<file path="src/rtl/dqpc_pkg.sv">
`default_nettype none

package dqpc_pkg;

    localparam int PHASE_W   = 2;
    localparam int TICK_W    = 2;
    localparam int POS_OUT_W = 10;
    localparam int STEP_W    = 3;

    localparam logic [STEP_W-1:0] STEP_RESET = 3'd1;

    localparam int EDGES_PER_DETENT_DEF = 4;
    localparam int POSITION_MAX_DEF     = 1023;

    typedef logic [TICK_W-1:0] tick_t;

    localparam tick_t TICK_NONE = 2'd0;
    localparam tick_t TICK_CCW  = 2'd1;
    localparam tick_t TICK_CW   = 2'd2;

    typedef struct packed {
        tick_t tick_a;
        tick_t tick_b;
    } ticks_t;

    typedef struct packed {
        logic [POS_OUT_W-1:0] position;
        tick_t                tick_a;
        tick_t                tick_b;
    } result_t;

    // Gray-code successor of a phase when turning ccw
    function automatic logic [PHASE_W-1:0] ccw_next(input logic [PHASE_W-1:0] phase);
        logic [PHASE_W-1:0] nxt;
        unique case (phase)
            2'd0:    nxt = 2'd2;
            2'd1:    nxt = 2'd0;
            2'd2:    nxt = 2'd3;
            default: nxt = 2'd1;
        endcase
        return nxt;
    endfunction

    // Gray-code successor of a phase when turning cw
    function automatic logic [PHASE_W-1:0] cw_next(input logic [PHASE_W-1:0] phase);
        logic [PHASE_W-1:0] nxt;
        unique case (phase)
            2'd0:    nxt = 2'd1;
            2'd1:    nxt = 2'd3;
            2'd2:    nxt = 2'd0;
            default: nxt = 2'd2;
        endcase
        return nxt;
    endfunction

endpackage

`default_nettype wire

</file>
<file path="src/rtl/dqpc_if.sv">
`default_nettype none

interface dqpc_in_if;
    import dqpc_pkg::*;
    logic               valid;
    logic               ready;
    logic [PHASE_W-1:0] phase_a;
    logic [PHASE_W-1:0] phase_b;
    modport source (output valid, output phase_a, output phase_b, input ready);
    modport sink   (input valid, input phase_a, input phase_b, output ready);
endinterface

interface dqpc_out_if;
    import dqpc_pkg::*;
    logic                 valid;
    logic                 ready;
    logic [POS_OUT_W-1:0] position;
    tick_t                tick_a;
    tick_t                tick_b;
    modport source (output valid, output position, output tick_a, output tick_b,
                    input ready);
    modport sink   (input valid, input position, input tick_a, input tick_b,
                    output ready);
endinterface

interface dqpc_cfg_if;
    import dqpc_pkg::*;
    logic              valid;
    logic              ready;
    logic [STEP_W-1:0] step_size;
    modport source (output valid, output step_size, input ready);
    modport sink   (input valid, input step_size, output ready);
endinterface

`default_nettype wire

</file>
<file path="src/rtl/dqpc_lane.sv">
`default_nettype none

module dqpc_lane #(
    parameter int EDGES_PER_DETENT = dqpc_pkg::EDGES_PER_DETENT_DEF
) (
    input  wire logic                          clk,
    input  wire logic                          rst_n,
    input  wire logic                          advance,
    input  wire logic [dqpc_pkg::PHASE_W-1:0] phase,
    output dqpc_pkg::tick_t                    tick
);
    import dqpc_pkg::*;

    // signed counter holds -(E-1)..E-1, transiently +-E
    localparam int EDGE_W = $clog2(EDGES_PER_DETENT + 1) + 1;
    localparam logic signed [EDGE_W-1:0] EDGE_LIM = EDGE_W'(EDGES_PER_DETENT);
    localparam logic signed [EDGE_W-1:0] EDGE_ONE = EDGE_W'(1);

    logic [PHASE_W-1:0]       last_phase_reg;
    logic signed [EDGE_W-1:0] edges_reg;
    logic signed [EDGE_W-1:0] edges_step;
    logic signed [EDGE_W-1:0] edges_next;

    always_comb
    begin
        edges_step = edges_reg;
        if (phase == ccw_next(last_phase_reg))
        begin
            edges_step = edges_reg + EDGE_ONE;
        end
        else if (phase == cw_next(last_phase_reg))
        begin
            edges_step = edges_reg - EDGE_ONE;
        end

        edges_next = edges_step;
        tick       = TICK_NONE;
        if (edges_step >= EDGE_LIM)
        begin
            edges_next = '0;
            tick       = TICK_CCW;
        end
        else if (edges_step <= -EDGE_LIM)
        begin
            edges_next = '0;
            tick       = TICK_CW;
        end
    end

    always_ff @(posedge clk or negedge rst_n)
    begin
        if (!rst_n)
        begin
            last_phase_reg <= '0;
            edges_reg      <= '0;
        end
        else if (advance)
        begin
            last_phase_reg <= phase;
            edges_reg      <= edges_next;
        end
    end

endmodule

`default_nettype wire

</file>
<file path="src/rtl/dqpc_merge.sv">
`default_nettype none

module dqpc_merge #(
    parameter int POSITION_MAX = dqpc_pkg::POSITION_MAX_DEF
) (
    input  wire logic                           clk,
    input  wire logic                           rst_n,
    input  wire logic                           advance,
    input  wire logic [dqpc_pkg::STEP_W-1:0]    step_size,
    input  wire dqpc_pkg::ticks_t               ticks,
    output logic [dqpc_pkg::POS_OUT_W-1:0]      position
);
    import dqpc_pkg::*;

    localparam int POS_W = (POSITION_MAX < 2) ? 1 : $clog2(POSITION_MAX + 1);
    // headroom for two steps either way
    localparam int ACC_W = POS_W + 5;
    localparam logic signed [ACC_W-1:0] POS_LIM = ACC_W'(POSITION_MAX);

    logic [POS_W-1:0]        position_reg;
    logic [POS_W-1:0]        position_next;
    logic signed [ACC_W-1:0] step_ext;
    logic signed [ACC_W-1:0] after_a;
    logic signed [ACC_W-1:0] after_b;

    function automatic logic signed [ACC_W-1:0] apply_tick(
        input logic signed [ACC_W-1:0] acc,
        input tick_t                   tick,
        input logic signed [ACC_W-1:0] step
    );
        logic signed [ACC_W-1:0] res;
        res = acc;
        if (tick == TICK_CCW)
        begin
            res = acc + step;
        end
        else if (tick == TICK_CW)
        begin
            res = acc - step;
        end
        return res;
    endfunction

    always_comb
    begin
        step_ext = $signed({{(ACC_W - STEP_W){1'b0}}, step_size});
        after_a  = apply_tick($signed({{(ACC_W - POS_W){1'b0}}, position_reg}),
                              ticks.tick_a, step_ext);
        after_b  = apply_tick(after_a, ticks.tick_b, step_ext);

        // forced jump, not a modular wrap
        priority if (after_b > POS_LIM)
        begin
            position_next = '0;
        end
        else if (after_b < 0)
        begin
            position_next = POS_W'(POSITION_MAX);
        end
        else
        begin
            position_next = after_b[POS_W-1:0];
        end
    end

    always_ff @(posedge clk or negedge rst_n)
    begin
        if (!rst_n)
        begin
            position_reg <= POS_W'(1);
        end
        else if (advance)
        begin
            position_reg <= position_next;
        end
    end

    assign position = POS_OUT_W'(position_next);

endmodule

`default_nettype wire

</file>
<file path="src/rtl/dual_quadrature_position_counter.sv">
// Channel   | Dir | Payload                          | Transaction when
// ----------+-----+----------------------------------+---------------------------
// sample    | in  | phase_a[1:0], phase_b[1:0]       | sample.valid & sample.ready
// result    | out | position[9:0], tick_a, tick_b    | result.valid & result.ready
// cfg       | in  | step_size[2:0]                   | cfg.valid & cfg.ready
//
// One sample per clock while sample.ready is high; each result is registered
// into the output buffer. Throughput is bound by the merge-stage position
// feedback. Reset (rst_n low, async): phases and edge counters 0, position 1,
// step_size 1. A two-entry output buffer lets samples flow on in a result
// stall; sample.ready drops only when both entries are full. cfg is always ready.
`default_nettype none

module dual_quadrature_position_counter #(
    parameter int EDGES_PER_DETENT = dqpc_pkg::EDGES_PER_DETENT_DEF,
    parameter int POSITION_MAX     = dqpc_pkg::POSITION_MAX_DEF
) (
    input  wire logic   clk,
    input  wire logic   rst_n,
    dqpc_in_if.sink     sample,
    dqpc_out_if.source  result,
    dqpc_cfg_if.sink    cfg
);
    import dqpc_pkg::*;

    logic [STEP_W-1:0]    step_size_reg;
    logic                 advance;
    logic                 pop;
    tick_t                tick_a;
    tick_t                tick_b;
    ticks_t               ticks;
    logic [POS_OUT_W-1:0] position;
    result_t              new_res;

    // output buffer: head entry drives the port, skid entry queues behind it
    result_t head_reg;
    result_t skid_reg;
    logic    head_valid_reg;
    logic    skid_valid_reg;

    assign cfg.ready    = 1'b1;
    assign sample.ready = !skid_valid_reg;
    assign advance      = sample.valid && sample.ready;
    assign pop          = head_valid_reg && result.ready;

    always_ff @(posedge clk or negedge rst_n)
    begin
        if (!rst_n)
        begin
            step_size_reg <= STEP_RESET;
        end
        else if (cfg.valid)
        begin
            step_size_reg <= cfg.step_size;
        end
    end

    // one lane per encoder
    dqpc_lane #(
        .EDGES_PER_DETENT (EDGES_PER_DETENT)
    ) u_lane_a (
        .clk     (clk),
        .rst_n   (rst_n),
        .advance (advance),
        .phase   (sample.phase_a),
        .tick    (tick_a)
    );

    dqpc_lane #(
        .EDGES_PER_DETENT (EDGES_PER_DETENT)
    ) u_lane_b (
        .clk     (clk),
        .rst_n   (rst_n),
        .advance (advance),
        .phase   (sample.phase_b),
        .tick    (tick_b)
    );

    assign ticks = {tick_a, tick_b};

    // A's tick applies before B's, then the jump correction
    dqpc_merge #(
        .POSITION_MAX (POSITION_MAX)
    ) u_merge (
        .clk       (clk),
        .rst_n     (rst_n),
        .advance   (advance),
        .step_size (step_size_reg),
        .ticks     (ticks),
        .position  (position)
    );

    always_comb
    begin
        new_res.position = position;
        new_res.tick_a   = tick_a;
        new_res.tick_b   = tick_b;
    end

    always_ff @(posedge clk or negedge rst_n)
    begin
        if (!rst_n)
        begin
            head_valid_reg <= 1'b0;
            skid_valid_reg <= 1'b0;
        end
        else if (pop)
        begin
            if (skid_valid_reg)
            begin
                skid_valid_reg <= advance;
            end
            else
            begin
                head_valid_reg <= advance;
            end
        end
        else if (advance)
        begin
            if (head_valid_reg)
            begin
                skid_valid_reg <= 1'b1;
            end
            else
            begin
                head_valid_reg <= 1'b1;
            end
        end
    end

    always_ff @(posedge clk)
    begin
        if (pop)
        begin
            if (skid_valid_reg)
            begin
                head_reg <= skid_reg;
                if (advance)
                begin
                    skid_reg <= new_res;
                end
            end
            else if (advance)
            begin
                head_reg <= new_res;
            end
        end
        else if (advance)
        begin
            if (head_valid_reg)
            begin
                skid_reg <= new_res;
            end
            else
            begin
                head_reg <= new_res;
            end
        end
    end

    assign result.valid    = head_valid_reg;
    assign result.position = head_reg.position;
    assign result.tick_a   = head_reg.tick_a;
    assign result.tick_b   = head_reg.tick_b;

endmodule

`default_nettype wire

</file>
<file path="src/flat_wrapper.sv">
// flat-port wrapper written by rule: the top's interface ports become plain ports
module dual_quadrature_position_counter_flat import dqpc_pkg::*;
#(
    parameter int EDGES_PER_DETENT = dqpc_pkg::EDGES_PER_DETENT_DEF,
    parameter int POSITION_MAX     = dqpc_pkg::POSITION_MAX_DEF
)
  (clk, rst_n, sample_valid, sample_phase_a, sample_phase_b, sample_ready, result_valid, result_position, result_tick_a, result_tick_b, result_ready, cfg_valid, cfg_step_size, cfg_ready);
  dqpc_in_if sample_i ();
  dqpc_out_if result_i ();
  dqpc_cfg_if cfg_i ();
  input  wire logic clk;
  input  wire logic rst_n;
  input wire logic [$bits(sample_i.valid)-1:0] sample_valid;
  input wire logic [$bits(sample_i.phase_a)-1:0] sample_phase_a;
  input wire logic [$bits(sample_i.phase_b)-1:0] sample_phase_b;
  output wire logic [$bits(sample_i.ready)-1:0] sample_ready;
  output wire logic [$bits(result_i.valid)-1:0] result_valid;
  output wire logic [$bits(result_i.position)-1:0] result_position;
  output wire logic [$bits(result_i.tick_a)-1:0] result_tick_a;
  output wire logic [$bits(result_i.tick_b)-1:0] result_tick_b;
  input wire logic [$bits(result_i.ready)-1:0] result_ready;
  input wire logic [$bits(cfg_i.valid)-1:0] cfg_valid;
  input wire logic [$bits(cfg_i.step_size)-1:0] cfg_step_size;
  output wire logic [$bits(cfg_i.ready)-1:0] cfg_ready;
  assign sample_i.valid = sample_valid;
  assign sample_i.phase_a = sample_phase_a;
  assign sample_i.phase_b = sample_phase_b;
  assign sample_ready = sample_i.ready;
  assign result_valid = result_i.valid;
  assign result_position = result_i.position;
  assign result_tick_a = result_i.tick_a;
  assign result_tick_b = result_i.tick_b;
  assign result_i.ready = result_ready;
  assign cfg_i.valid = cfg_valid;
  assign cfg_i.step_size = cfg_step_size;
  assign cfg_ready = cfg_i.ready;
  dual_quadrature_position_counter #(.EDGES_PER_DETENT(EDGES_PER_DETENT), .POSITION_MAX(POSITION_MAX)) u_core (.clk(clk), .rst_n(rst_n), .sample(sample_i), .result(result_i), .cfg(cfg_i));
endmodule
</file>
<file path="config.mk">
export PLATFORM = sky130hd
export DESIGN_NAME = dual_quadrature_position_counter_flat
export DESIGN_NICKNAME = d
export VERILOG_FILES = /design/src/rtl/dqpc_pkg.sv /design/src/rtl/dqpc_if.sv /design/src/rtl/dqpc_lane.sv /design/src/rtl/dqpc_merge.sv /design/src/rtl/dual_quadrature_position_counter.sv /design/src/flat_wrapper.sv
export SDC_FILE = /design/constraint.sdc
export NUM_CORES = 1
export LEC_CHECK = 0
export BUFFER_PORTS_ARGS = -buffer_cell sky130_fd_sc_hd__buf_2
export CORE_AREA = 10 10 104 106
export CTS_BUF_LIST = sky130_fd_sc_hd__clkbuf_8
export CTS_CLUSTER_DIAMETER = 120
export DETAILED_ROUTE_END_ITERATION = 6
export DIE_AREA = 0 0 114 116
export SLEW_MARGIN = 15
export SYNTH_ARGS = -nofsm -noshare
export SYNTH_HDL_FRONTEND = slang
export SYNTH_HIERARCHICAL = 1
export SYNTH_SLANG_ARGS = --single-unit
</file>
<file path="constraint.sdc">
create_clock -name clk -period 9.31 [get_ports clk]
set_input_delay 1.862 -clock clk [delete_from_list [all_inputs] [get_ports clk]]
set_output_delay 1.862 -clock clk [all_outputs]
set_load 0.02 [all_outputs]
</file>
==> results of run 1 <==
metrics by stage:
stage	instances	power [mW]	setup slack, ns
after floorplan	373	1.303	3.391
after global placement	498	1.501	2.596
after detailed placement	498	1.520	2.560
after CTS	506	1.657	2.866
after global routing	506	1.813	2.375
final	506	1.655	2.853
cells by family after synthesis:
family	Yosys count
buffers and inverters	37
AO/OA/AOI/OAI	93
other	1
XOR/XNOR	27
flip-flops	55
AND/OR/NAND/NOR	112
multiplexers	28
adder cells (fa/ha/maj)	20
worst register-to-register path: cells and delay by family (launching register included):
kind                     cells  cell delay, ns
buffers and inverters        1            0.11
AND/OR/NAND/NOR              3            1.46
XOR/XNOR                     1            0.36
multiplexers                 2            0.42
flip-flops                   1            0.48
adder cells (fa/ha/maj)      1            0.35
AO/OA/AOI/OAI                7            1.88
cell usage after synthesis (all sizes together), types with 7 or more instances:
library cell	instances	share of area
edfxtp	28	0.22
nand2	28	0.028
inv	26	0.025
dfrtp	25	0.16
mux2	25	0.082
o21ai	25	0.039
xnor2	18	0.041
a21oi	17	0.022
ha	16	0.052
nand3	16	0.023
nor2	15	0.015
nor3	12	0.016
xor2	9	0.022
nand2b	8	0.013
or3	8	0.013
o22ai	7	0.011
power breakdown:
group | internal (mW) | leakage, nW | total (mW) | switching, mW
clock | 0.0515 | 0.0392 | 0.133 | 0.0819
combinational | 0.449 | 1.06 | 1.04 | 0.596
sequential | 0.400 | 0.598 | 0.477 | 0.0778
cells in the final DEF, fill, tap and decap left out, types with 3 or more instances in the layout:
master and count:
sky130_fd_sc_hd__a211o_1 3, sky130_fd_sc_hd__a21o_1 3, sky130_fd_sc_hd__a21oi_1 17, sky130_fd_sc_hd__a31oi_1 3
sky130_fd_sc_hd__and2_1 6, sky130_fd_sc_hd__buf_2 27, sky130_fd_sc_hd__clkbuf_8 5, sky130_fd_sc_hd__dfrtp_1 25
sky130_fd_sc_hd__edfxtp_1 28, sky130_fd_sc_hd__fa_1 4, sky130_fd_sc_hd__ha_1 16, sky130_fd_sc_hd__inv_1 26
sky130_fd_sc_hd__mux2_2 15, sky130_fd_sc_hd__mux2_4 10, sky130_fd_sc_hd__mux2i_1 3, sky130_fd_sc_hd__nand2_1 26
sky130_fd_sc_hd__nand2b_1 8, sky130_fd_sc_hd__nand3_1 14, sky130_fd_sc_hd__nor2_1 15, sky130_fd_sc_hd__nor2b_1 6
sky130_fd_sc_hd__nor3_1 12, sky130_fd_sc_hd__o211ai_1 4, sky130_fd_sc_hd__o21a_1 3, sky130_fd_sc_hd__o21ai_0 18
sky130_fd_sc_hd__o21ai_2 7, sky130_fd_sc_hd__o221ai_2 4, sky130_fd_sc_hd__o22ai_1 7, sky130_fd_sc_hd__or3_1 8
sky130_fd_sc_hd__xnor2_1 18, sky130_fd_sc_hd__xor2_1 8
worst max-delay path by stage:
stage / startpoint / endpoint / slack [ns] / cells past startpoint
final: sample_phase_a[1] / u_core/result.position[3] / 2.85 / 17
after global placement: sample_phase_a[1] / u_core/result.position[0] / 2.60 / 17
after global routing: sample_phase_a[0] / u_core/result.position[3] / 2.37 / 16
after detailed placement: sample_phase_a[1] / u_core/result.position[0] / 2.56 / 17
after floorplan: sample_phase_a[1] / u_core/result.position[9] / 3.39 / 21
after CTS: sample_phase_a[1] / u_core/result.position[0] / 2.87 / 17
routing by layer:
layer  up-vias  wire length (µm)  GRT usage
li1       1407                 -          -
met4         0                96    0.03676
met3         8               533    0.02739
met1      1335              3892     0.1734
met2        84              3492     0.1955
met5         -                 0          0
layout make-up:
type / count / area, µm²
Inverter: 26 / 97.59
Clock inverter: 3 / 15.01
Timing Repair Buffer: 28 / 142.6
Multi-Input combinational cell: 281 / 2187
Clock buffer: 5 / 68.82
Fill cell: 814 / 4513
Sequential cell: 55 / 1519
Tap cell: 108 / 135.1
==> impl.org, run 1 <==
** Status
- The flow ran to the end, and the final reports show no timing, DRC or antenna violations.

** Synth
- Flip-flop and latch count after synthesis :: 55
- For this run, the register share of the synthesized area comes to 0.3922.
- Post-synthesis net count :: approximately 410
- Area of the mapped netlist :: roughly 3900 µm²
- After synthesis, the largest family of logic cells by area is compound AO/OA/AOI/OAI gates.
- Of the total synthesized cell area, the portion taken by full adders, half adders and majority gates is 0.07237.
- For this run, the number of Yosys warnings is 6.
- Each instance of the synthesized netlist takes up on average about 10 µm².
- Cells after Synth :: 373
- The netlist uses 67 different library cells.
- For this run, the leading register cell type out of synthesis is sky130_fd_sc_hd__edfxtp_1.
- XOR/XNOR Fraction of Synth Area :: 0.06300
- Area share of and/or/nand/nor cells after synthesis :: 0.1561
- The portion of synthesized area spent on multiplexers is 0.09015.
- After synthesis, the share of flip-flops with an asynchronous set or reset is 0.4909.
- Area fraction in compound gates after synthesis :: 0.1822
- Yosys mapped a number of flops with a built-in enable equal to 28.

** Critical path
- The worst setup path is of the in2reg kind.
- Data arrives at the worst endpoint at around 6.5 ns.
- STA classifies the critical path startpoint as an input pin.
- Crit Path Max Fanout :: 15
- For the worst setup path, the data required time is ~9.4 ns.
- Among cell families on the critical path, the largest total delay comes from compound AO/OA/AOI/OAI gates.
- Critical R2R Launch :: u_core/u_lane_a/edges_reg[0]
- Capture point of the worst reg-to-reg path :: u_core/result.position[3]
- Crit end category :: flip-flop
- Critical path buffers and inverters :: 1
- By instance count, the cell type seen most on the critical path is sky130_fd_sc_hd__xor2_1.
- Cells on worst reg2reg path :: 15
- Register-to-register setup slack :: about 4.0 ns
- Slowest-stage cell, CP :: sky130_fd_sc_hd__o211ai_2
- On the worst path, the slowest cell contributes a delay of 0.66 ns.
- Critical path, cell by cell :: buf_2 -> xor2_1 -> nor2_1 -> a22oi_2 -> xnor2_1 -> a211o_1 -> and2_1 -> or4b_4 -> o21bai_4 -> o21ai_0 -> xor2_1 -> o2111ai_1 -> or4_4 -> mux2i_1 -> o211ai_2 -> o21ai_2 -> mux2_4

** STA
- Highest achievable clock rate :: roughly 150 MHz
- Setup violations remaining at the end of the flow were counted as 0.
- Clock skew on the completed layout was measured at 0.008956 ns.
- For the pin with the worst max-slew slack, the measured transition is approximately 0.79 ns.
- In the final timing run, aggregate negative setup slack is 0 ns.
- In the finished design, the share of the clock period the worst path needs comes to 0.6936.
- Subtracting the final worst setup slack from the clock period gives 6.457 ns.
- The total count of max-transition violations in the final report came to 0.
- Slew headroom :: 0.4708
- Setup repair after global routing missed its margin :: false
- Fin Hold WS :: around 0.56 ns
- Hold Fails Final Rpt :: 0

** Clock network
- Clock transition at the registers of the reported paths :: ~0.10 ns
- No sink is reached through more buffers than the 2 on the longest clock path.
- TritonCTS clock tree :: built
- Setup bufs post-CTS :: 0
- In this run, post-CTS repair resized a total of 0 instances.
- Clock latency on the worst-skew pair, taken at its later pin, is 0.31 ns.
- CTS placed an instance of sky130_fd_sc_hd__clkbuf_8 at the clock tree root.
- H-Tree Level Count :: 2
- Num CTS Buffers :: 5
- Counting every sink on the clock net gives 55.
- The number of hold buffers added after CTS was 0.

** Detailed routing
- After detailed routing, the number of remaining DRC violations is 0.
- First drt pass iteration count :: 5
- Aggregate routed wire length :: between 8 and 9 mm
- Using the TritonRoute via totals, the vias-per-cell ratio works out to around 5.6.
- Routed vias :: between 2000 and 3000
- Antenna violation net count after detailed routing :: 0
- Routed length per instance :: around 16 µm
- Violation count after the first detailed-route iteration :: roughly 170

** Floorplan
- Die span in y :: between 100 and 150 µm
- Row generation in the floorplan step produced 34 rows.
- Core ar. :: ~8700 µm²
- Initial cell density of the core :: 0.4462
- Area of the die :: 13220 µm²
- For this design the top-level I/O count stands at 29.
- Horizontal die dimension :: approximately 110 µm

** Cells and area
- End-of-flow core utilization :: 0.4800
- From synthesis to final layout, the design area changed by 7.560%.
- Net count of the finished layout :: 429
- Largest register FFs :: 14
- Finished layout cell area :: roughly 4200 µm²
- The repair_antennas step left the layout with diodes totalling 0.
- Share of cells above drive strength 1 :: 0.2186

** Run
- Max Cap Violations :: 0

** Placed design
- In this run the cell area measured after placement is roughly 4000 µm².
- Final GP Congestion :: 0.8715
- Hpwl dp :: between 6 and 7 mm
- Buffers placed on the I/O ports in this run total 27.

** Worst hold path
- Class of the tightest hold or removal check :: reg2reg
- The worst hold path terminates at u_core/result.position[7].
- Along the worst hold path, the cell count comes to 1.
- In this run the most critical hold path is launched from u_core/skid_reg[11].

** GRT
- Leftover overflow at the end of global routing :: 0
- Vias in the first global route :: 2800
- Entering global routing, the biggest net connects slightly above 40 pins.
- The number of antenna violations at the first check in global routing came to 0.
- For this run, the total global-route usage over all layers was measured as 0.1264.
- The first global-routing pass estimated roughly 14 mm of wire.

** Power
- Worst vdd ir :: approximately 0.11 mV
- The analysis attributes to cell leakage a power of about 1.7 nW.
- Pwr/cell area :: roughly 400 nW/µm²
Power figures use the tool's default switching activity.
==> run 2, diff against run 1 <==
- clock period: 9.31 -> 6 ns (I/O delays scaled with it)
==> impl.org, run 2 (synthesis results as in run 1) <==
** Critical path
- The endpoint identified for the worst register-to-register timing path is u_core/result.position[7].
- The critical path in this run is classified as in2reg.
- Critical path, cell by cell :: buf_2 -> xnor2_1 -> nand2_2 -> o22ai_1 -> xnor2_1 -> nor2_1 -> xnor2_1 -> o21ai_0 -> inv_1 -> ha_1 -> fa_1 -> inv_1 -> a211oi_1 -> nor3b_1 -> and3_1 -> or3_1 -> o211ai_2 -> o21ai_2 -> mux2_4
- Delay of the slowest critical-path stage :: around 0.54 ns
- Count of cell instances traversed by the critical path :: 19
- Startpoint types :: input pin
- The largest individual stage delay along the critical path comes from the cell sky130_fd_sc_hd__nor2_1.
- Crit path arrival time :: ~5.7 ns
- Along the worst path, the maximum fanout reaches 11.
- STA classifies the critical path endpoint as a flip-flop.
- Cells on worst reg2reg path :: 19
- Critical path buffers and inverters :: 3
- Critical R2R Launch :: u_core/u_lane_a/edges_reg[0]
- Required time at the worst-slack endpoint :: approximately 6.1 ns
- Top Family by Delay on Critical Path :: simple AND/OR/NAND/NOR gates
- Register-to-register setup slack :: a little over 0.9 ns
- CP dominant cell by count :: sky130_fd_sc_hd__xnor2_1

** Floorplan
- 29 I/O pins were placed.
- Core ar. :: between 8000 and 9000 µm²
- The die is between 100 and 150 µm wide.
- Measured along the y axis, the die boundary spans roughly 120 µm.
- Initial cell density of the core :: 0.4462
- Row generation in the floorplan step produced 34 rows.
- The die covers around 13000 µm².

** Clock network
- For this design, the sink count on the clock tree is 55.
- H-Tree Level Count :: 2
- Master cell of the clock root buffer :: sky130_fd_sc_hd__clkbuf_8
- Once the clock tree was built, the setup fixing pass inserted 0 buffers.
- In this run, CTS created clock tree buffers numbering 5.
- TritonCTS clock tree :: built
- Buffers inserted to repair hold after CTS numbered 0.
- Clock transition at the registers of the reported paths :: 0.10 ns
- Number of gates resized after CTS :: 0
- The clock passes through at most 2 buffers.
- Worst skew pair latency :: about 0.31 ns

** Cells and area
- N_diodes :: 0
- Net count of the finished layout :: 432
- Post-route insts no fill :: around 510
- The register with the most flip-flops in the layout has 14 of them.
- Of the cells placed in the final design, the portion with a size suffix greater than 1 is 0.2294.
- Leading cell type in the layout, fill and taps excluded :: sky130_fd_sc_hd__edfxtp_1
- The top cell types in the final layout, fill and taps aside, are sky130_fd_sc_hd__edfxtp_1, sky130_fd_sc_hd__buf_2, sky130_fd_sc_hd__inv_1, sky130_fd_sc_hd__nand2_1, sky130_fd_sc_hd__dfrtp_1.
- From synthesis to final layout, the design area changed by 9.499%.

** STA
- For the pin with the worst max-slew slack, the measured transition is about 0.69 ns.
- Across all hold checks on the routed design, the worst slack comes to roughly 0.56 ns.
- Ratio of final minimum period to clock period :: 0.9313
- Maximum clock skew at final layout :: 0.009719 ns
- Static timing analysis puts the maximum clock frequency at between 150 and 200 MHz.
- Final setup violation count :: 0
- Hold Fails Final Rpt :: 0
- Headroom to the max-slew limit came out at 0.5431.
- Setup repair after global routing left no endpoint under its margin.
- The total count of max-transition violations in the final report was 0.
- After routing, the total negative slack on setup checks comes to 0 ns.
- Final critical-path required period :: approximately 5.6 ns

** GRT
- In the global route stage, overall resource usage came out at 0.1211.
- Summed over all layers, the global routing overflow is 0.
- Entering global routing, the biggest net connects 41 pins.
- The number of global-route vias before repair was ~2700.
- Global-route wire length before repair :: 13.27 mm
- Initial antenna violation count :: 0

** Placed design
- The wire-length estimate of the detail-placed layout is 6.145 mm.
- Final GP Congestion :: between 0.8 and 0.9
- In this run the tool buffered the top-level ports with 27 buffer cells.
- Dpl cells :: about 500

** Detailed routing
- For this block, the initial DRC count from the detailed router was ~160.
- In the routed layout, each cell is associated on average with a via count of approximately 5.5.
- DRC violation count after routing :: 0
- Routed vias :: approximately 2800
- Before antenna repair, the detailed router went through 4 iterations.
- In the final routed layout, each cell accounts on average for 15.70 µm.
- Aggregate routed wire length :: ~8.0 mm
- Antenna violation net count after detailed routing :: 0

** Power
- Leakage :: about 1.7 nW
- Worst vdd ir :: between 0.15 and 0.2 mV
- Pwr/cell area :: roughly 630 nW/µm²

** Worst hold path
- Counting instances, the worst hold path has a depth of 1.
- Class of the tightest hold or removal check :: reg2reg
- Capture endpoint of the worst hold path :: u_core/result.position[2]
- Origin of the worst min-delay path :: u_core/skid_reg[6]

** Status
- The run finished with clean final reports.

** Run
- Max Cap Violations :: 0
## run 2: cell count changes in the layout (fill, tap and decap cells not counted), sizes merged
cell	delta
clkinv	-2
buf	+3
bufinv	+2
## run 2: area by class of cell
cell class	instances	area, µm²
fillers	808	4438
multi-input cells	281	2187
flip-flops and latches	55	1519
repair buffers	31	165.2
well taps	108	135.1
inverters	26	97.59
clock buffers	5	68.82
clock inverters	3	67.56
## run 2: power breakdown
group / switching (mW) / total, mW / internal, mW
Combinational: 0.924 / 1.63 / 0.705
Sequential: 0.113 / 0.733 / 0.620
Clock: 0.122 / 0.289 / 0.166
Total: 1.16 / 2.65 / 1.49
## run 2: worst max-delay path by stage
stage / to / start / slack [ns]
floorplan: u_core/result.position[9] / sample_phase_a[1] / 0.74
global placement: u_core/result.position[5] / sample_phase_a[1] / 0.20
detailed placement: u_core/result.position[7] / sample_phase_a[1] / 0.13
CTS: u_core/result.position[7] / sample_phase_a[1] / 0.46
global route: u_core/result.position[7] / sample_phase_a[1] / 0.12
finish: u_core/result.position[7] / sample_phase_a[0] / 0.41
## run 2: stage by stage
step                total power [mW]    util  instance area [µm²]  worst slack (ns)
finish                         2.651  0.4886                 4240            0.4120
global route                   2.887  0.4886                 4240            0.1246
CTS                            2.665  0.4886                 4240            0.4585
detailed placement             2.369  0.4729                 4104            0.1277
global placement               2.336  0.4729                 4104            0.1969
floorplan                      2.022       -                 3872            0.7428
## run 2: routing by layer
layer,GRT usage,vias up,routed length (µm)
li1,-,1411,-
met1,0.1651,1297,3926
met2,0.1913,72,3480
met3,0.02119,5,500
met4,0.03759,0,83
met5,0,-,0
## run 2: worst reg2reg max path, stage by stage, from the launching register on
cell	delay, ns
sky130_fd_sc_hd__dfrtp_1	0.47
sky130_fd_sc_hd__inv_1	0.11
sky130_fd_sc_hd__ha_1	0.34
sky130_fd_sc_hd__nand2_1	0.06
sky130_fd_sc_hd__o21ai_0	0.12
sky130_fd_sc_hd__a211o_1	0.34
sky130_fd_sc_hd__and2_1	0.29
sky130_fd_sc_hd__xnor2_1	0.20
sky130_fd_sc_hd__o21ai_0	0.46
sky130_fd_sc_hd__inv_1	0.11
sky130_fd_sc_hd__ha_1	0.24
sky130_fd_sc_hd__fa_1	0.40
sky130_fd_sc_hd__inv_1	0.09
sky130_fd_sc_hd__a211oi_1	0.10
sky130_fd_sc_hd__nor3b_1	0.20
sky130_fd_sc_hd__and3_1	0.23
sky130_fd_sc_hd__or3_1	0.42
sky130_fd_sc_hd__o211ai_2	0.24
sky130_fd_sc_hd__o21ai_2	0.14
sky130_fd_sc_hd__mux2_4	0.27
